[src/rtl/core/assert_macros.svh]
// ----------------------------------------------------------------------------
// Assertion macros shared by the k-mer counter RTL.
// Both macros expect signals named clk and rst_n in the enclosing module.
// ----------------------------------------------------------------------------
`ifndef ASSERT_MACROS_SVH
`define ASSERT_MACROS_SVH

// Same-cycle implication, disabled during reset
`define SSKIC_ASSERT_IMP(lbl, ante, cons, msg) \
    lbl: assert property (@(posedge clk) disable iff (!rst_n) (ante) |-> (cons)) \
        else $error(msg);

// Next-cycle implication, disabled during reset
`define SSKIC_ASSERT_NXT(lbl, ante, cons, msg) \
    lbl: assert property (@(posedge clk) disable iff (!rst_n) (ante) |=> (cons)) \
        else $error(msg);

`endif

[src/rtl/core/sskic_pkg.sv]
`timescale 1ns / 1ps
// ----------------------------------------------------------------------------
// sskic_pkg
// Shared constants, base code table and types of the spaced-seed counter.
// ----------------------------------------------------------------------------
package sskic_pkg;

    localparam int HASH_BITS_DEF = 16;
    localparam int MAX_SEED_DEF  = 32;
    localparam int QUEUE_DEPTH   = 4;
    localparam int PADDR_W       = 3;

    // register indexes (paddr[2])
    localparam logic REG_SEED_PATTERN = 1'b0;
    localparam logic REG_SEED_LENGTH  = 1'b1;

    localparam logic [31:0] PATTERN_RESET = 32'hFFFF_FFFF;
    localparam logic [5:0]  LENGTH_RESET  = 6'd32;

    localparam logic [7:0] CAP_LIMIT  = 8'd200;
    localparam logic [7:0] CAP_PARKED = 8'd201;

    localparam logic [2:0] CODE_OTHER = 3'd4;
    localparam logic [6:0] CHAR_N     = 7'h4E;

    // code by low five bits of an upper-half ASCII character
    localparam logic [2:0] BASE_CODE [32] = '{
        3'd4, 3'd0, 3'd4, 3'd1, 3'd4, 3'd4, 3'd4, 3'd2,
        3'd4, 3'd4, 3'd4, 3'd4, 3'd4, 3'd4, 3'd2, 3'd4,
        3'd4, 3'd4, 3'd4, 3'd4, 3'd3, 3'd4, 3'd4, 3'd4,
        3'd4, 3'd4, 3'd4, 3'd4, 3'd4, 3'd4, 3'd4, 3'd4
    };

    typedef struct packed {
        logic [31:0] start;
        logic        hit;
    } sskic_win_t;

    function automatic logic [2:0] code_of(input logic [6:0] c);
        logic [2:0] r;
        if (!c[6])
            r = CODE_OTHER;
        else
            r = BASE_CODE[c[4:0]];
        return r;
    endfunction

endpackage

[src/rtl/core/sskic_queue.sv]
`timescale 1ns / 1ps
// ----------------------------------------------------------------------------
// sskic_queue
// Small FIFO that decouples the hashing front from the table back end.
// ----------------------------------------------------------------------------
`include "assert_macros.svh"

module sskic_queue #(
    parameter int WIDTH = 8,
    parameter int DEPTH = sskic_pkg::QUEUE_DEPTH
) (
    input  logic             clk,
    input  logic             rst_n,
    input  logic             push,
    input  logic [WIDTH-1:0] push_data,
    output logic             full,
    input  logic             pop,
    output logic [WIDTH-1:0] pop_data,
    output logic             not_empty
);
    localparam int PTR_W = $clog2(DEPTH);
    localparam int CNT_W = $clog2(DEPTH + 1);

    logic [WIDTH-1:0] mem [DEPTH];
    logic [PTR_W-1:0] wr_ptr_reg, rd_ptr_reg;
    logic [CNT_W-1:0] cnt_reg;

    assign full      = (cnt_reg == CNT_W'(DEPTH));
    assign not_empty = (cnt_reg != '0);
    assign pop_data  = mem[rd_ptr_reg];

    always_ff @(posedge clk)
    begin
        if (push)
            mem[wr_ptr_reg] <= push_data;
    end

    always_ff @(posedge clk or negedge rst_n)
    begin
        if (!rst_n)
        begin
            wr_ptr_reg <= '0;
            rd_ptr_reg <= '0;
            cnt_reg    <= '0;
        end
        else
        begin
            if (push)
                wr_ptr_reg <= (wr_ptr_reg == PTR_W'(DEPTH - 1)) ? '0 : wr_ptr_reg + PTR_W'(1);
            if (pop)
                rd_ptr_reg <= (rd_ptr_reg == PTR_W'(DEPTH - 1)) ? '0 : rd_ptr_reg + PTR_W'(1);
            if (push && !pop)
                cnt_reg <= cnt_reg + CNT_W'(1);
            else if (pop && !push)
                cnt_reg <= cnt_reg - CNT_W'(1);
        end
    end

    `SSKIC_ASSERT_IMP(a_no_overflow, push, cnt_reg != CNT_W'(DEPTH), "queue push while full")
    `SSKIC_ASSERT_IMP(a_no_underflow, pop, cnt_reg != '0, "queue pop while empty")

endmodule

[config.mk]
export PLATFORM = sky130hd
export DESIGN_NAME = sskic_queue
export DESIGN_NICKNAME = d
export VERILOG_FILES = /design/src/rtl/core/sskic_pkg.sv /design/src/rtl/core/sskic_queue.sv
export VERILOG_INCLUDE_DIRS = /design/src /design/src/rtl/core
export SDC_FILE = /design/constraint.sdc
export NUM_CORES = 1
export LEC_CHECK = 0
export BUFFER_PORTS_ARGS = -buffer_cell sky130_fd_sc_hd__buf_2
export CORE_ASPECT_RATIO = 0.8
export CORE_UTILIZATION = 59
export CTS_CLUSTER_DIAMETER = 40
export DETAILED_ROUTE_END_ITERATION = 12
export PLACE_DENSITY = 0.82
export SLEW_MARGIN = 20
export SYNTH_ARGS = -nofsm -noshare
export SYNTH_HDL_FRONTEND = slang
export SYNTH_SLANG_ARGS = --single-unit
[constraint.sdc]
create_clock -name clk -period 3.3 [get_ports clk]
set_clock_uncertainty 0.15 [all_clocks]
set_input_delay 0.99 -clock clk [delete_from_list [all_inputs] [get_ports clk]]
set_output_delay 0.99 -clock clk [all_outputs]
set_load 0.005 [all_outputs]
==> impl_metrics.env <==
export IMPL_antenna_left=0
export IMPL_synth_area_mm2=0.00157
export IMPL_coreArea_mm2=0.00248
export IMPL_post_route_util=0.728
export IMPL_nNetsFinal=124
export IMPL_cts_root_buf="clkbuf_4"
export IMPL_fillers=168
export IMPL_clkLatencyLatePin_ps=330
export IMPL_drc=0
export IMPL_cts_hold_buffers=0
export IMPL_max_cap_viol_count=0
export IMPL_post_route_min_period_ps=2930
export IMPL_synth_top_area_share=0.611
export IMPL_start_kind="flip-flop"
export IMPL_p_per_area_mw_per_mm2=830
export IMPL_slew_headroom=0.605
export IMPL_p_int_uw=1100
export IMPL_yosysSeqAreaShare=0.723
export IMPL_p_total_uw=1500
export IMPL_p_leak_uw=0.000683
export IMPL_setup_tns_ps=0
export IMPL_drive_gt1_frac=0.368
export IMPL_antenna_found_initial=0
export IMPL_synthTopCellsByArea="edfxtp_1 61%, mux4_2 11%, dfrtp_1 11%"
export IMPL_mostFrequentLayoutCells="32 x edfxtp_1, 21 x buf_2, 8 x mux4_2"
export IMPL_cp_arrival_ps=1790
export IMPL_final_max_slew_viol_count=0
export IMPL_largest_reg_flops=32
export IMPL_hold_class="input pin to async pin"
export IMPL_worst_path_max_fanout=11
export IMPL_cts_setup_buffers=0
export IMPL_clock_power_share=0.257
export IMPL_totalWireLength_mm=2.24
export IMPL_cts_buffers_inserted=5
export IMPL_synth_cell_type_count=18
export IMPL_critPathCaptureType="output pin"
export IMPL_postSynthCellCount=79
export IMPL_fin_crit_sh=0.887
export IMPL_seqPwrFrac=0.498
export IMPL_die_h_um=48.2
export IMPL_first_iter_violations=21
export IMPL_top_level_ports=22
export IMPL_gp_congestion=0.688
export IMPL_setup_violations=0
export IMPL_via_per_inst=5.28
export IMPL_yosys_area_top_type="edfxtp_1"
export IMPL_track_usage=0.184
export IMPL_status="finished, final reports clean"
export IMPL_dieArea_mm2=0.00288
export IMPL_whs_ps=316
export IMPL_synth_seq_cells=39
export IMPL_fp_row_count=16
export IMPL_hpwl_mm=1.57
export IMPL_grt_start_max_net_pins=13
export IMPL_firstDrtPassIters=4
export IMPL_avgSynthCellArea_um2=19.9
export IMPL_met2_length_mm=1.11
export IMPL_cts_tree="yes"
export IMPL_yosysWarnings=0
export IMPL_clk_pin_slew_worst_paths_ps=110
export IMPL_clock_sinks=39
export IMPL_swShare=0.264
export IMPL_wl_per_cell_um=15.8
export IMPL_fmax_mhz=341
export IMPL_final_common_cell="edfxtp_1"
export IMPL_max_vdd_ir_drop_mv=0.464
export IMPL_switchingPower_uw=396
export IMPL_cts_htree_levels=2
export IMPL_syn_nets=98
export IMPL_start_util=0.633
export IMPL_grt_pass1_vias=726
export IMPL_met3_length_um=111
export IMPL_num_antenna_cells=0
export IMPL_synthToLayoutAreaGrowth_pct=15.0
export IMPL_critPathKind="flip-flop to output pin"
export IMPL_die_w_um=59.7
export IMPL_required_ps=2160
export IMPL_grt_first_pass_wirelength_mm=3.38
export IMPL_finalHoldViolCount=0
export IMPL_cts_max_path_buffers=2
export IMPL_p_comb_frac=0.245
export IMPL_highest_layer="met4"
export IMPL_vias=750
export IMPL_ctsResizeCount=0
export IMPL_tightest_slew_ps=592
export IMPL_rsz0062_at_grt="false"
export IMPL_grt_ovfl_total=0
export IMPL_io_buffers=21
export IMPL_met1_length_um=987
[power by group through the flow]
stage	registers (µW)	logic, µW	clock network (µW)
after floorplan	696	308	0
after detailed placement	762	370	0
after global routing	771	416	408
final	747	367	385
after global placement	756	356	0
after CTS	752	374	390
[final cells by class]
type | instances | area [µm²] | area share
inverter | 5 | 18.8 | 0.0104
multi-input combinational | 33 | 400 | 0.222
sequential | 39 | 1140 | 0.629
clock buffer | 6 | 41.3 | 0.0229
clock inverter | 2 | 60.1 | 0.0332
timing repair buffer | 21 | 105 | 0.0582
tap | 36 | 45.0 | 0.0249
[final timing paths]
kind,slack [ps],depth (start not counted),end,startpoint
min reg2reg,350,1,cnt_reg[2]$_DFFE_PN0P_,cnt_reg[2]$_DFFE_PN0P_
min in group clk,350,1,cnt_reg[2]$_DFFE_PN0P_,cnt_reg[2]$_DFFE_PN0P_
min,320,1,rd_ptr_reg[0]$_DFFE_PN0P_,rst_n
max reg2reg,1700,2,rd_ptr_reg[1]$_DFFE_PN0P_,rd_ptr_reg[0]$_DFFE_PN0P_
max,370,2,pop_data[2],rd_ptr_reg[0]$_DFFE_PN0P_
max in group asynchronous,2520,1,rd_ptr_reg[1]$_DFFE_PN0P_,rst_n
[critical path: stages (launching register included)]
cell and delay [ps]:
dfrtp_1 730, mux4_2 570, buf_2 140
[layer usage]
layer	up-vias	GRT usage
met5	-	0
met4	0	0.112
met3	5	0.0584
met2	17	0.284
met1	377	0.236
li1	351	-
[cells by family (layout without fill, tap and decap cells)]
family          count (synthesis)  after routing  synth area share
flops                          39             39             0.723
mux                            11             11             0.136
simple gates                   10             10            0.0350
fa+ha+maj                       7              7            0.0605
buf+inv                         7             34            0.0223
xor+xnor                        3              3            0.0167
compound gates                  2              2           0.00637
[synth_stat cells (all sizes together)]
cell / n
and2: 4
buf: 2
dfrtp: 7
edfxtp: 32
fa: 1
ha: 6
inv: 5
mux2: 3
mux4: 8
nand2: 1
nand3: 1
nor2: 2
nor3b: 1
o21ai: 2
or3: 1
xnor2: 1
xor2: 2
[through the flow]
step	setup slack (ps)	instance area, µm²	std cells
2_1_floorplan	1090	1570	79
3_3_place_gp	722	1710	134
3_5_place_dp	723	1710	134
4_1_cts	326	1810	142
5_1_grt	201	1810	142
6_report	372	1810	142
No activity file was read; power rests on OpenSTA's default activity.
