File: src/rtl/core/assert_macros.svh
// ----------------------------------------------------------------------------
// Assertion macros shared by the k-mer counter RTL.
// Both macros expect signals named clk and rst_n in the enclosing module.
// ----------------------------------------------------------------------------
`ifndef ASSERT_MACROS_SVH
`define ASSERT_MACROS_SVH

// Same-cycle implication, disabled during reset
`define SSKIC_ASSERT_IMP(lbl, ante, cons, msg) \
    lbl: assert property (@(posedge clk) disable iff (!rst_n) (ante) |-> (cons)) \
        else $error(msg);

// Next-cycle implication, disabled during reset
`define SSKIC_ASSERT_NXT(lbl, ante, cons, msg) \
    lbl: assert property (@(posedge clk) disable iff (!rst_n) (ante) |=> (cons)) \
        else $error(msg);

`endif

File: src/rtl/core/sskic_pkg.sv
`timescale 1ns / 1ps
// ----------------------------------------------------------------------------
// sskic_pkg
// Shared constants, base code table and types of the spaced-seed counter.
// ----------------------------------------------------------------------------
package sskic_pkg;

    localparam int HASH_BITS_DEF = 16;
    localparam int MAX_SEED_DEF  = 32;
    localparam int QUEUE_DEPTH   = 4;
    localparam int PADDR_W       = 3;

    // register indexes (paddr[2])
    localparam logic REG_SEED_PATTERN = 1'b0;
    localparam logic REG_SEED_LENGTH  = 1'b1;

    localparam logic [31:0] PATTERN_RESET = 32'hFFFF_FFFF;
    localparam logic [5:0]  LENGTH_RESET  = 6'd32;

    localparam logic [7:0] CAP_LIMIT  = 8'd200;
    localparam logic [7:0] CAP_PARKED = 8'd201;

    localparam logic [2:0] CODE_OTHER = 3'd4;
    localparam logic [6:0] CHAR_N     = 7'h4E;

    // code by low five bits of an upper-half ASCII character
    localparam logic [2:0] BASE_CODE [32] = '{
        3'd4, 3'd0, 3'd4, 3'd1, 3'd4, 3'd4, 3'd4, 3'd2,
        3'd4, 3'd4, 3'd4, 3'd4, 3'd4, 3'd4, 3'd2, 3'd4,
        3'd4, 3'd4, 3'd4, 3'd4, 3'd3, 3'd4, 3'd4, 3'd4,
        3'd4, 3'd4, 3'd4, 3'd4, 3'd4, 3'd4, 3'd4, 3'd4
    };

    typedef struct packed {
        logic [31:0] start;
        logic        hit;
    } sskic_win_t;

    function automatic logic [2:0] code_of(input logic [6:0] c);
        logic [2:0] r;
        if (!c[6])
            r = CODE_OTHER;
        else
            r = BASE_CODE[c[4:0]];
        return r;
    endfunction

endpackage

File: src/rtl/core/sskic_cfg.sv
`timescale 1ns / 1ps
// ----------------------------------------------------------------------------
// sskic_cfg
// APB register file plus registered seed decode (lane select, shift, length).
// ----------------------------------------------------------------------------
module sskic_cfg #(
    parameter int MAX_SEED = sskic_pkg::MAX_SEED_DEF,
    parameter int LEN_W    = $clog2(MAX_SEED + 1),
    parameter int SH_W     = $clog2(2 * MAX_SEED)
) (
    input  logic                               clk,
    input  logic                               rst_n,
    input  logic                               psel,
    input  logic                               penable,
    input  logic                               pwrite,
    input  logic [sskic_pkg::PADDR_W-1:0]      paddr,
    input  logic [31:0]                        pwdata,
    output logic [31:0]                        prdata,
    output logic                               pready,
    output logic [MAX_SEED-1:0]                sel_mask,
    output logic [MAX_SEED-1:0][SH_W-1:0]      shift_amt,
    output logic [LEN_W-1:0]                   seed_len,
    output logic                               settling
);
    import sskic_pkg::*;

    localparam logic [5:0] MAX_LEN6 = 6'(MAX_SEED);

    logic [31:0]                   pattern_reg;
    logic [5:0]                    length_reg;
    logic [MAX_SEED-1:0]           mask_reg,  mask_next;
    logic [MAX_SEED-1:0][SH_W-1:0] shift_reg, shift_next;
    logic [LEN_W-1:0]              len_reg,   len_next;
    logic                          settle_reg;
    logic                          wr;
    logic                          idx;

    assign pready = 1'b1;
    assign wr     = psel && penable && pwrite;
    assign idx    = paddr[2];

    always_comb
    begin
        unique case (idx)
            REG_SEED_PATTERN: prdata = pattern_reg;
            REG_SEED_LENGTH:  prdata = {26'd0, length_reg};
            default:          prdata = '0;
        endcase
    end

    always_ff @(posedge clk or negedge rst_n)
    begin
        if (!rst_n)
        begin
            pattern_reg <= PATTERN_RESET;
            length_reg  <= LENGTH_RESET;
            settle_reg  <= 1'b1;
        end
        else
        begin
            settle_reg <= wr;
            if (wr)
            begin
                unique case (idx)
                    REG_SEED_PATTERN: pattern_reg <= pwdata;
                    REG_SEED_LENGTH:  length_reg  <= pwdata[5:0];
                    default:          pattern_reg <= pattern_reg;
                endcase
            end
        end
    end

    // Window entry b holds the base L-1-b from the start; its 2-bit slot in the
    // hash sits above one slot per selected entry below it.
    always_comb
    begin
        if (length_reg == 6'd0)
            len_next = LEN_W'(1);
        else if (length_reg > MAX_LEN6)
            len_next = LEN_W'(MAX_SEED);
        else
            len_next = LEN_W'(length_reg);
        for (int b = 0; b < MAX_SEED; b++)
        begin
            mask_next[b]  = pattern_reg[b] && (LEN_W'(b) < len_next);
            shift_next[b] = SH_W'(2 * $countones(pattern_reg & ((32'd1 << b) - 32'd1)));
        end
    end

    always_ff @(posedge clk)
    begin
        mask_reg  <= mask_next;
        shift_reg <= shift_next;
        len_reg   <= len_next;
    end

    assign sel_mask  = mask_reg;
    assign shift_amt = shift_reg;
    assign seed_len  = len_reg;
    assign settling  = settle_reg;

endmodule

File: config.mk
export PLATFORM = sky130hd
export DESIGN_NAME = sskic_cfg
export DESIGN_NICKNAME = d
export VERILOG_FILES = /design/src/rtl/core/assert_macros.svh /design/src/rtl/core/sskic_pkg.sv /design/src/rtl/core/sskic_cfg.sv
export SDC_FILE = /design/constraint.sdc
export NUM_CORES = 1
export LEC_CHECK = 0
export ABC_CLOCK_PERIOD_IN_PS = 5600
export BUFFER_PORTS_ARGS = -buffer_cell sky130_fd_sc_hd__buf_2
export CAP_MARGIN = 0
export CORE_ASPECT_RATIO = 0.75
export CORE_MARGIN = 5
export CORE_UTILIZATION = 45
export CTS_CLUSTER_SIZE = 14
export DETAILED_ROUTE_END_ITERATION = 6
export GPL_ROUTABILITY_DRIVEN = 0
export PLACE_DENSITY = 0.78
export SLEW_MARGIN = 20
export SYNTH_ARGS = -nofsm -noshare
export SYNTH_HDL_FRONTEND = slang
export SYNTH_SLANG_ARGS = --single-unit
File: constraint.sdc
create_clock -name clk -period 5.6 [get_ports clk]
set_clock_uncertainty 0.05 [all_clocks]
set_input_delay 1.12 -clock clk [delete_from_list [all_inputs] [get_ports clk]]
set_output_delay 1.12 -clock clk [all_outputs]
set_load 0.02 [all_outputs]
==> results.cfg <==
[synth]
synth_top_area_share_pct = 34.9
synth_edf_count = 0
ys_warn_count = 0
yosysSeqAreaShare_pct = 44.9
synth_top_family_by_area = adder cells
synth-compound-area-share_pct = 5.94
synth.largest_area_cell = dfxtp_1
syn_area_mm2 = 0.0102
synth_flop_cell = dfxtp_1
yosys.area_share.simple_pct = 4.81
synth_mux_area_share_pct = 4.42
ys_async_sr_fraction_pct = 18.0
synth_seq_cells = 217
synth-adder-area-share_pct = 24.1
ys_top_cells_by_area = dfxtp_1 35%, fa_1 13%, ha_1 11%
synth.distinct_cells = 48
synth-xor-area-share_pct = 5.53
netlist_instances = 900
synth.avg_cell_area_um2 = 11.3

[place]
dp_hpwl_mm = 20.5
numPortBuffers = 248
dp_cells = 1430

[finish]
largest_reg_flops = 140
layout-drive-gt1-share_pct = 34.8
nFillCells = 1882
fin_nets = 1361
instances_no_fill = 1476
area_delta_synth_final_pct = 22.3

[run]
max-cap-violations = 0

[critical_path]
worstSetupPathType = flip-flop to flip-flop
cp_max_fo = 4
crit_path_end_kind = flip-flop
arrival_ns = 5.86
cp_data_required_time_ns = 5.95
worstSetupStartpointType = flip-flop

[sta]
slew_headroom_pct = 32.0
hold_violations = 0
rsz0062_at_grt = yes
fmax_mhz = 182
setup_violations = 0
fin_crit_ns = 5.51
maxSlewViolCount = 0
finalCritPeriodShare_pct = 98.3
worstMarginPinSlew_ns = 1.02

[route]
dr.pass1.iters = 4
via_per_inst = 4.68
drc_errors = 0
wirelength_mm = 26.1
drt_iter0_markers = 400
vias = 6912
ant_nets = 0
wl_per_cell_um = 17.7

[global_routing]
grt_pass1_vias = 7227
grt_pass1_wl_mm = 40.6
grt_util_all_layers_pct = 19.8
grt_overflow = 0
grt_max_degree = 40
antenna_found_initial = 2

[clocking]
clk_pin_slew_ns = 0.06
clk_path_buf_depth = 3
clockRootBuffer = clkbuf_16
cts_tree = done
cts_buffers = 22
htree_levels = 1
insertion_delay_ns = 0.50
clock_sinks = 217

[floorplanning]
start_util_pct = 46.0
die_w_um = 184
fp-row-count = 47
core_area_mm2 = 0.0222
dieArea_mm2 = 0.0258
die_y_um = 140
io_pins = 304

[status]
outcome = complete, no violations

[min_path]
hold_path_class = flip-flop to flip-flop
stage by stage:
step / utilization [%] / instance area (µm²) / TNS, ns / setup WS (ns) / hold slack [ns]
finish: 56.3 / 12500 / 0 / 0.0943 / 0.493
global route: 56.3 / 12500 / -0.0235 / -0.0125 / 0.513
CTS: 56.1 / 12400 / 0 / 0.0202 / 0.490
detailed placement: 52.8 / 11700 / -0.0708 / -0.0346 / 0.484
global placement: 52.8 / 11700 / 0 / 0.0569 / 0.481
floorplan: - / 10500 / 0 / 0.00481 / 0.381
final cells by class:
type,count,area (µm²),area share (%)
diodes,1,2.50,0.0201
clock buffers,32,659,5.29
repair buffers,272,1420,11.4
multi-input cells,514,4850,38.9
clock inverters,8,67.6,0.542
well taps,294,368,2.95
flip-flops and latches,217,4580,36.7
inverters,138,524,4.20
worst max-delay path, cell delays in order, from the launching register on:
cell	delay [ns]
dfstp_2	0.56
ha_4	0.14
inv_2	0.04
fa_2	0.40
fa_2	0.63
xnor2_2	0.10
ha_4	0.17
or3_4	0.37
and2_4	0.18
inv_4	0.06
fa_2	0.45
fa_2	0.61
inv_2	0.05
fa_2	0.59
inv_2	0.07
ha_4	0.29
inv_2	0.04
fa_2	0.55
inv_1	0.04
repair_timing:
item | 4_1_cts | 5_1_grt
setup endpoints to repair | 4 | 6
pin swaps | 1 | 8
gates cloned | 0 | 0
hold buffers | 0 | 0
gates resized for setup | 3 | 4
setup buffers | 1 | 4
routing by layer:
layer | wire length (µm) | track usage [%] | up-vias
li1 | - | - | 3245
met1 | 11600 | 27.1 | 3368
met2 | 11900 | 31.8 | 257
met3 | 2120 | 5.29 | 38
met4 | 478 | 3.62 | 4
met5 | 21 | 0 | -
logic make-up (layout without fill, tap and decap cells):
| family | count (synthesis) | count (layout) |
|---|---|---|
| flops | 217 | 217 |
| buf+inv | 220 | 450 |
| xor+xnor | 62 | 62 |
| fa+ha+maj | 158 | 158 |
| simple gates | 102 | 102 |
| other cells | 2 | 54 |
| compound gates | 99 | 99 |
| mux | 40 | 40 |
synthesized netlist by cell type (5+ instances only):
| library cell | instances |
|---|---|
| nand3_1 | 5 |
| nor2_1 | 41 |
| fa_1 | 64 |
| nand2_1 | 20 |
| inv_1 | 138 |
| xor2_1 | 24 |
| mux2_2 | 39 |
| o21ai_0 | 13 |
| a31oi_1 | 5 |
| dfxtp_1 | 178 |
| o21a_1 | 5 |
| clkbuf_1 | 18 |
| buf_2 | 7 |
| dfrtp_1 | 5 |
| a21o_1 | 22 |
| a21oi_1 | 41 |
| xnor2_1 | 36 |
| buf_4 | 54 |
| dfstp_2 | 34 |
| a21boi_0 | 7 |
| nor2b_1 | 21 |
| ha_1 | 92 |
cells in the final DEF (no fill, tap or decap), types with 4 or more instances in the layout:
cell type  count
a21boi_0       7
a21o_1        22
a21oi_1       40
a31oi_1        5
buf_2        248
buf_4         24
clkbuf_1       4
clkbuf_16     23
clkbuf_8       5
clkinv_2       6
conb_1        53
dfrtp_1        5
dfstp_2       34
dfxtp_1      178
fa_1          58
fa_2           6
ha_1          88
ha_4           4
inv_1        132
inv_2          4
mux2_2        39
nand2_1       20
nand3_1        5
nor2_1        41
nor2b_1       21
o21a_1         5
o21ai_0       11
xnor2_1       35
xor2_1        24
worst paths after layout:
kind	cells past startpoint	startpoint	end	slack, ns
worst max register to register	18	pattern_reg[1]	shift_amt[189]	0.09
max in group asynchronous	1	rst_n	length_reg[2]	4.13
worst max-delay path	18	pattern_reg[1]	shift_amt[189]	0.09
min in group asynchronous	1	rst_n	length_reg[0]	0.75
worst min-delay path	1	pattern_reg[27]	sel_mask[27]	0.49
worst min register to register	1	pattern_reg[27]	sel_mask[27]	0.49
Power is not shown: default switching activity piles up to over one toggle a cycle in this logic, so the estimate is an artifact.
