### src/rtl/core/assert_macros.svh
// ----------------------------------------------------------------------------
// Assertion macros shared by the k-mer counter RTL.
// Both macros expect signals named clk and rst_n in the enclosing module.
// ----------------------------------------------------------------------------
`ifndef ASSERT_MACROS_SVH
`define ASSERT_MACROS_SVH

// Same-cycle implication, disabled during reset
`define SSKIC_ASSERT_IMP(lbl, ante, cons, msg) \
    lbl: assert property (@(posedge clk) disable iff (!rst_n) (ante) |-> (cons)) \
        else $error(msg);

// Next-cycle implication, disabled during reset
`define SSKIC_ASSERT_NXT(lbl, ante, cons, msg) \
    lbl: assert property (@(posedge clk) disable iff (!rst_n) (ante) |=> (cons)) \
        else $error(msg);

`endif

### src/rtl/core/sskic_pkg.sv
`timescale 1ns / 1ps
// ----------------------------------------------------------------------------
// sskic_pkg
// Shared constants, base code table and types of the spaced-seed counter.
// ----------------------------------------------------------------------------
package sskic_pkg;

    localparam int HASH_BITS_DEF = 16;
    localparam int MAX_SEED_DEF  = 32;
    localparam int QUEUE_DEPTH   = 4;
    localparam int PADDR_W       = 3;

    // register indexes (paddr[2])
    localparam logic REG_SEED_PATTERN = 1'b0;
    localparam logic REG_SEED_LENGTH  = 1'b1;

    localparam logic [31:0] PATTERN_RESET = 32'hFFFF_FFFF;
    localparam logic [5:0]  LENGTH_RESET  = 6'd32;

    localparam logic [7:0] CAP_LIMIT  = 8'd200;
    localparam logic [7:0] CAP_PARKED = 8'd201;

    localparam logic [2:0] CODE_OTHER = 3'd4;
    localparam logic [6:0] CHAR_N     = 7'h4E;

    // code by low five bits of an upper-half ASCII character
    localparam logic [2:0] BASE_CODE [32] = '{
        3'd4, 3'd0, 3'd4, 3'd1, 3'd4, 3'd4, 3'd4, 3'd2,
        3'd4, 3'd4, 3'd4, 3'd4, 3'd4, 3'd4, 3'd2, 3'd4,
        3'd4, 3'd4, 3'd4, 3'd4, 3'd3, 3'd4, 3'd4, 3'd4,
        3'd4, 3'd4, 3'd4, 3'd4, 3'd4, 3'd4, 3'd4, 3'd4
    };

    typedef struct packed {
        logic [31:0] start;
        logic        hit;
    } sskic_win_t;

    function automatic logic [2:0] code_of(input logic [6:0] c);
        logic [2:0] r;
        if (!c[6])
            r = CODE_OTHER;
        else
            r = BASE_CODE[c[4:0]];
        return r;
    endfunction

endpackage

### src/rtl/core/sskic_in_if.sv
`timescale 1ns / 1ps
// ----------------------------------------------------------------------------
// sskic_in_if
// Character stream channel: one sequence character per item.
// ----------------------------------------------------------------------------
interface sskic_in_if;
    logic       valid;
    logic       ready;
    logic [6:0] base_char;
    logic       is_last;

    modport source (output valid, output base_char, output is_last, input ready);
    modport sink   (input valid, input base_char, input is_last, output ready);
endinterface

### src/rtl/core/sskic_front.sv
`timescale 1ns / 1ps
// ----------------------------------------------------------------------------
// sskic_front
// Accepts characters, keeps the code window and position, forms the hash.
// ----------------------------------------------------------------------------
module sskic_front #(
    parameter int HASH_BITS = sskic_pkg::HASH_BITS_DEF,
    parameter int MAX_SEED  = sskic_pkg::MAX_SEED_DEF,
    parameter int LEN_W     = $clog2(MAX_SEED + 1),
    parameter int SH_W      = $clog2(2 * MAX_SEED)
) (
    input  logic                          clk,
    input  logic                          rst_n,
    sskic_in_if.sink                      bases,
    input  logic [MAX_SEED-1:0]           sel_mask,
    input  logic [MAX_SEED-1:0][SH_W-1:0] shift_amt,
    input  logic [LEN_W-1:0]              seed_len,
    input  logic                          settling,
    input  logic                          clearing,
    input  logic                          q_full,
    output logic                          push,
    output sskic_pkg::sskic_win_t         push_win,
    output logic [HASH_BITS-1:0]          push_hash
);
    import sskic_pkg::*;

    localparam int IDX_W = (MAX_SEED > 1) ? $clog2(MAX_SEED) : 1;

    logic [2:0]           code_reg  [MAX_SEED];
    logic [2:0]           code_next [MAX_SEED];
    logic                 isn_reg   [MAX_SEED];
    logic                 isn_next  [MAX_SEED];
    logic [31:0]          pos_reg, pos_next;
    logic [HASH_BITS-1:0] hash;
    logic [IDX_W-1:0]     first_idx;
    logic                 hit;
    logic                 accept;

    assign bases.ready = !settling && !clearing && !q_full;
    assign accept      = bases.valid && bases.ready;

    always_comb
    begin
        code_next[0] = code_of(bases.base_char);
        isn_next[0]  = (bases.base_char == CHAR_N);
        for (int k = 1; k < MAX_SEED; k++)
        begin
            code_next[k] = code_reg[k-1];
            isn_next[k]  = isn_reg[k-1];
        end
    end

    // hash: OR of each selected code at its slot; code 4 spills into the next slot
    always_comb
    begin
        hash = '0;
        for (int b = 0; b < MAX_SEED; b++)
        begin
            if (sel_mask[b])
                hash = hash | (HASH_BITS'(code_next[b]) << shift_amt[b]);
        end
    end

    assign first_idx = IDX_W'(seed_len - LEN_W'(1));
    assign hit       = !bases.is_last && (pos_reg >= 32'(seed_len)) && !isn_next[first_idx];
    assign pos_next  = bases.is_last ? 32'd0 : pos_reg + 32'd1;

    always_ff @(posedge clk)
    begin
        if (accept)
        begin
            for (int k = 0; k < MAX_SEED; k++)
            begin
                code_reg[k] <= code_next[k];
                isn_reg[k]  <= isn_next[k];
            end
        end
    end

    always_ff @(posedge clk or negedge rst_n)
    begin
        if (!rst_n)
            pos_reg <= 32'd0;
        else if (accept)
            pos_reg <= pos_next;
    end

    assign push           = accept;
    assign push_win.hit   = hit;
    assign push_win.start = hit ? (pos_reg - 32'(seed_len) + 32'd1) : 32'd0;
    assign push_hash      = hit ? hash : '0;

endmodule

### src/flat_wrapper.sv
// flat-port wrapper written by rule: the top's interface ports become plain ports
module sskic_front_flat import sskic_pkg::*;
#(
    parameter int HASH_BITS = sskic_pkg::HASH_BITS_DEF,
    parameter int MAX_SEED  = sskic_pkg::MAX_SEED_DEF,
    parameter int LEN_W     = $clog2(MAX_SEED + 1),
    parameter int SH_W      = $clog2(2 * MAX_SEED)
)
  (clk, rst_n, sel_mask, shift_amt, seed_len, settling, clearing, q_full, push, push_win, push_hash, bases_valid, bases_base_char, bases_is_last, bases_ready);
  sskic_in_if bases_i ();
  input  logic clk;
  input  logic rst_n;
  input  logic [MAX_SEED-1:0] sel_mask;
  input  logic [MAX_SEED-1:0][SH_W-1:0] shift_amt;
  input  logic [LEN_W-1:0] seed_len;
  input  logic settling;
  input  logic clearing;
  input  logic q_full;
  output logic push;
  output sskic_pkg::sskic_win_t push_win;
  output logic [HASH_BITS-1:0] push_hash;
  input wire logic [$bits(bases_i.valid)-1:0] bases_valid;
  input wire logic [$bits(bases_i.base_char)-1:0] bases_base_char;
  input wire logic [$bits(bases_i.is_last)-1:0] bases_is_last;
  output wire logic [$bits(bases_i.ready)-1:0] bases_ready;
  assign bases_i.valid = bases_valid;
  assign bases_i.base_char = bases_base_char;
  assign bases_i.is_last = bases_is_last;
  assign bases_ready = bases_i.ready;
  sskic_front #(.HASH_BITS(HASH_BITS), .MAX_SEED(MAX_SEED), .LEN_W(LEN_W), .SH_W(SH_W)) u_core (.clk(clk), .rst_n(rst_n), .bases(bases_i), .sel_mask(sel_mask), .shift_amt(shift_amt), .seed_len(seed_len), .settling(settling), .clearing(clearing), .q_full(q_full), .push(push), .push_win(push_win), .push_hash(push_hash));
endmodule
### config.mk
export PLATFORM = sky130hd
export DESIGN_NAME = sskic_front_flat
export DESIGN_NICKNAME = d
export VERILOG_FILES = /design/src/rtl/core/assert_macros.svh /design/src/rtl/core/sskic_pkg.sv /design/src/rtl/core/sskic_in_if.sv /design/src/rtl/core/sskic_front.sv /design/src/flat_wrapper.sv
export SDC_FILE = /design/constraint.sdc
export NUM_CORES = 1
export LEC_CHECK = 0
export BUFFER_PORTS_ARGS = -buffer_cell sky130_fd_sc_hd__buf_4
export CAP_MARGIN = 10
export CELL_PAD_IN_SITES_DETAIL_PLACEMENT = 0
export CELL_PAD_IN_SITES_GLOBAL_PLACEMENT = 1
export CORE_MARGIN = 2
export CORE_UTILIZATION = 25
export DETAILED_ROUTE_END_ITERATION = 10
export HOLD_SLACK_MARGIN = 0.03
export PLACE_DENSITY_LB_ADDON = 0.1
export SLEW_MARGIN = 15
export SYNTH_ARGS = -nofsm -noshare
export SYNTH_HDL_FRONTEND = slang
export SYNTH_SLANG_ARGS = --single-unit
### constraint.sdc
create_clock -name clk -period 7.85 [get_ports clk]
set_clock_uncertainty 0.2 [all_clocks]
set_input_delay 0.3925 -clock clk [delete_from_list [all_inputs] [get_ports clk]]
set_output_delay 0.3925 -clock clk [all_outputs]
set_load 0.01 [all_outputs]
==> parameters.txt <==
Parameter                              Value

Synthesis
  Post-synthesis instance area ... 16800 um2
  Area share of the largest cell type after synthesis ... between 20% and 30%
  Synthesized flop and latch total ... approximately 160
  Leading area contributor after synthesis ... edfxtp_1
  Part of the Yosys area used for sequential elements ... 27.0%
  Most common cell in the netlist ... nor2_1
  Yosys warns ... 0
  Most frequent cells after synthesis ... nor2_1 (258), nand2_1 (145), edfxtp_1 (124)
  Average instance area after synthesis ... just over 8 um2
  Number of instances in the synthesized netlist ... approximately 2100
  Syn_nets ... between 2000 and 2500
  Ys flop type ... edfxtp_1
  Top post-synthesis cells by area ... edfxtp_1 (22%), ha_1 (6.0%), nor2_1 (5.8%), dfrtp_1 (4.8%), mux2i_1 (4.4%)
  Number of enable flip-flop cells after synthesis ... roughly 120
  Number of distinct standard cells referenced by the synthesized netlist ... between 80 and 90
  Fraction of synthesis flops using an asynchronous set or reset pin ... 20.5%

Setup path
  Critical path destination ... push_win[32]
  CP max stage delay ... around 710 ps
  Reg2Reg Depth ... 8
  Crit. End Element ... output port
  Library cell appearing most often on the critical path ... o211ai_1
  Capturing point of the worst reg2reg path ... u_core.pos_reg[29]
  Worst Path Max Fanout ... 8
  Crit Reg-Reg Startpoint ... u_core.pos_reg[3]
  Launching element of the worst setup path ... u_core.pos_reg[2]
  Nature of the critical path startpoint ... flip-flop
  Type of the worst setup path ... flip-flop to output port
  Max stage delay cell, worst path ... a2111oi_1
  Data required, critical path ... 7260 ps
  Reg-to-reg setup timing slack ... 4710 ps
  Critical Path, Cell by Cell ... ha_1, inv_1, fa_1, nand2b_1, a2111oi_1, o211ai_1, a31oi_1, a211oi_1, o211ai_1, nand2_1, o311ai_1, buf_4
  Data arrival time at the worst-slack endpoint ... 4560 ps

Power
  Maximum vdd drop ... roughly 0.12 mV
  Total Power ... roughly 3.0 mW
  Leakage ... 7.93 nW
  Power density over the cells ... about 150 nW/um2

Clocking
  Deepest clock path buffer count ... 2
  Clock Tree Root ... clkbuf_16
  Clock network latency to the later pin of the worst-skew pair ... around 500 ps
  Cts bufs inserted ... 17
  Clock slew at the register clock pins of the worst setup and hold paths ... about 80 ps
  H-tree depth reported by CTS ... 4
  Clk sinks ... roughly 160
  TritonCTS clock tree ... built
  Number of gates given a new drive strength after cts ... 0

STA
  Worst Hold Slack ... 135 ps
  Worst slew margin ... 9.39%
  Final cycle utilization of the critical path ... between 60% and 70%
  Max-slew violation count ... 0
  Setup TNS ... 0 ps
  Hold Violations, Final ... 0
  Final setup violation count ... 0
  RSZ-0062 raised after global routing ... false
  F_max ... ~0.2 GHz
  Tightest Pin Transition ... between 1000 and 1500 ps
  Shortest clock period the worst path allows after layout ... 5150 ps
  Min setup slack post-route ... 2700 ps

Layout
  Post-Layout Cell Count ... ~3200
  Max FFs per register ... a little over 90
  Synthesis-to-finish area growth ... 23.3%
  Total number of nets in the final design ... 2691
  Ratio of cells with drive above 1 in the final layout ... a little under a fifth

Detailed routing
  Routed WL per cell ... approximately 36 um
  Post-detailed-route via-to-cell ratio ... 5.97
  Post-route ant nets ... 0
  Total wire length ... roughly 120 mm
  Via count ... 19400
  Drt drc ... 0
  Detailed Route Iter0 Violations ... about 2500
  First-pass detailed-route iteration total ... 6

Global route
  Global-route wire length before repair ... between 150 and 200 mm
  Overall overflow remaining after global route ... 0
  Largest net degree at the start of global routing ... between 50 and 60
  Total global routing track utilization ... approximately 33%
  Global routing's busiest layer ... met2
  Vias in the first global route ... roughly 18000
  Number of antenna violations at the first check in global routing ... 10
  Met1 demand-to-capacity share in global routing ... between 40% and 50%
  Global-route met2 utilization ... between 40% and 50%
  Met3 GRT Util ... 8.55%

Die
  Core box area ... ~66000 um2
  Die width ... roughly 260 um
  Count of boundary I/O pins ... about 300
  Std cell rows ... 94
  Initial core utilization ... about a quarter
  Die outline area ... 69100 um2
  Die height ... between 200 and 300 um

Flow run
  Max cap viols ... 0

Run status
  Run status ... finished clean

Placement
  Routability congestion estimate from global placement ... approximately 1.1
  Placed cell count ... between 3000 and 4000
  IO buf count ... just under 300
  Placed wire-length estimate after detailed placement ... between 100 and 150 mm
  Minimum setup slack after placement ... 3220 ps

Hold path
  Critical hold path startpoint ... bases_is_last
  Hold/Removal Path Class ... primary input to flip-flop
[worst min-delay path by stage]
stage                            to  slack (ps)  depth (start not counted)
2_1_floorplan     u_core.pos_reg[0]        -100                          0
3_3_place_gp     u_core.pos_reg[28]         200                          1
3_5_place_dp     u_core.pos_reg[26]         200                          1
4_1_cts           u_core.pos_reg[2]         110                          4
5_1_grt        u_core.isn_reg[0][0]         150                          3
6_report          u_core.pos_reg[2]         130                          4
[area by class of cell]
class | instances | area [um2]
antenna | 6 | 15.0
clock buffer | 17 | 425
clock inverter | 15 | 194
fill | 7097 | 45400
inverter | 103 | 392
multi-input combinational | 1761 | 11600
sequential | 156 | 4520
tap | 864 | 1080
timing repair buffer | 324 | 2440
[cells in the final DEF (no fill, tap or decap), types with 23 or more instances in the layout]
cell      instances
a211oi_1         26
a21oi_1          91
a22oi_1          77
a31oi_1          56
and3_1           25
buf_4           322
dfrtp_1          32
edfxtp_1        124
ha_1             81
inv_1           101
mux2_2           43
mux2i_1          73
nand2_1         145
nand2b_1         88
nand3_1          85
nand3b_1         23
nand4_1          57
nand4b_1         27
nor2_1          257
nor2b_1          56
nor3_1          118
nor3b_1          32
o21ai_0          63
o22ai_1          43
xnor2_1          40
[kinds of logic (layout without fill, tap and decap cells)]
logic type                 count (synthesis)  in the layout  share of synthesized area (%)
AOI/OAI and AO/OA                        486            486                           19.5
buffers and inverters                    165            459                           4.00
adders and majority gates                 84             84                           6.40
muxes                                    123            123                           8.25
DFF                                      156            156                           27.0
xor gates and xnor gates                  44             44                           2.34
and+or+nand+nor                         1024           1024                           32.5
other                                      0              6                              0
[metrics by stage]
stage                     instance area [um2]  util [%]
final                                   20700      31.3
after global routing                    20700      31.2
after CTS                               20700      31.2
after detailed placement                20000      30.3
after global placement                  20000      30.3
after floorplan                         16800         -
[critical path, delay by kind of cell, from the launching register on]
family	cells	cell delay (ps)
buf+inv	2	240
simple gates	2	290
flops	1	490
fa+ha+maj	2	720
compound gates	6	2290
[layer usage]
metal  routed length [um]  vias to the layer above
met1                52100                     9699
li1                     -                     8466
met5                   68                        -
met2                49000                     1044
met3                10800                      173
met4                 3980                       10
[power breakdown]
| part | internal [mW] | switching (mW) | leakage (nW) | total [mW] |
|---|---|---|---|---|
| Sequential | 0.912 | 0.0317 | 1.54 | 0.944 |
| Combinational | 0.437 | 0.716 | 6.10 | 1.15 |
| Clock | 0.459 | 0.459 | 0.291 | 0.918 |
| Total | 1.81 | 1.21 | 7.93 | 3.02 |
[timing repair]
action,CTS,global route
hold endpoints to repair,33,0
setup buffers,0,0
hold buffers,2,0
(Power assumes the default switching activity.)
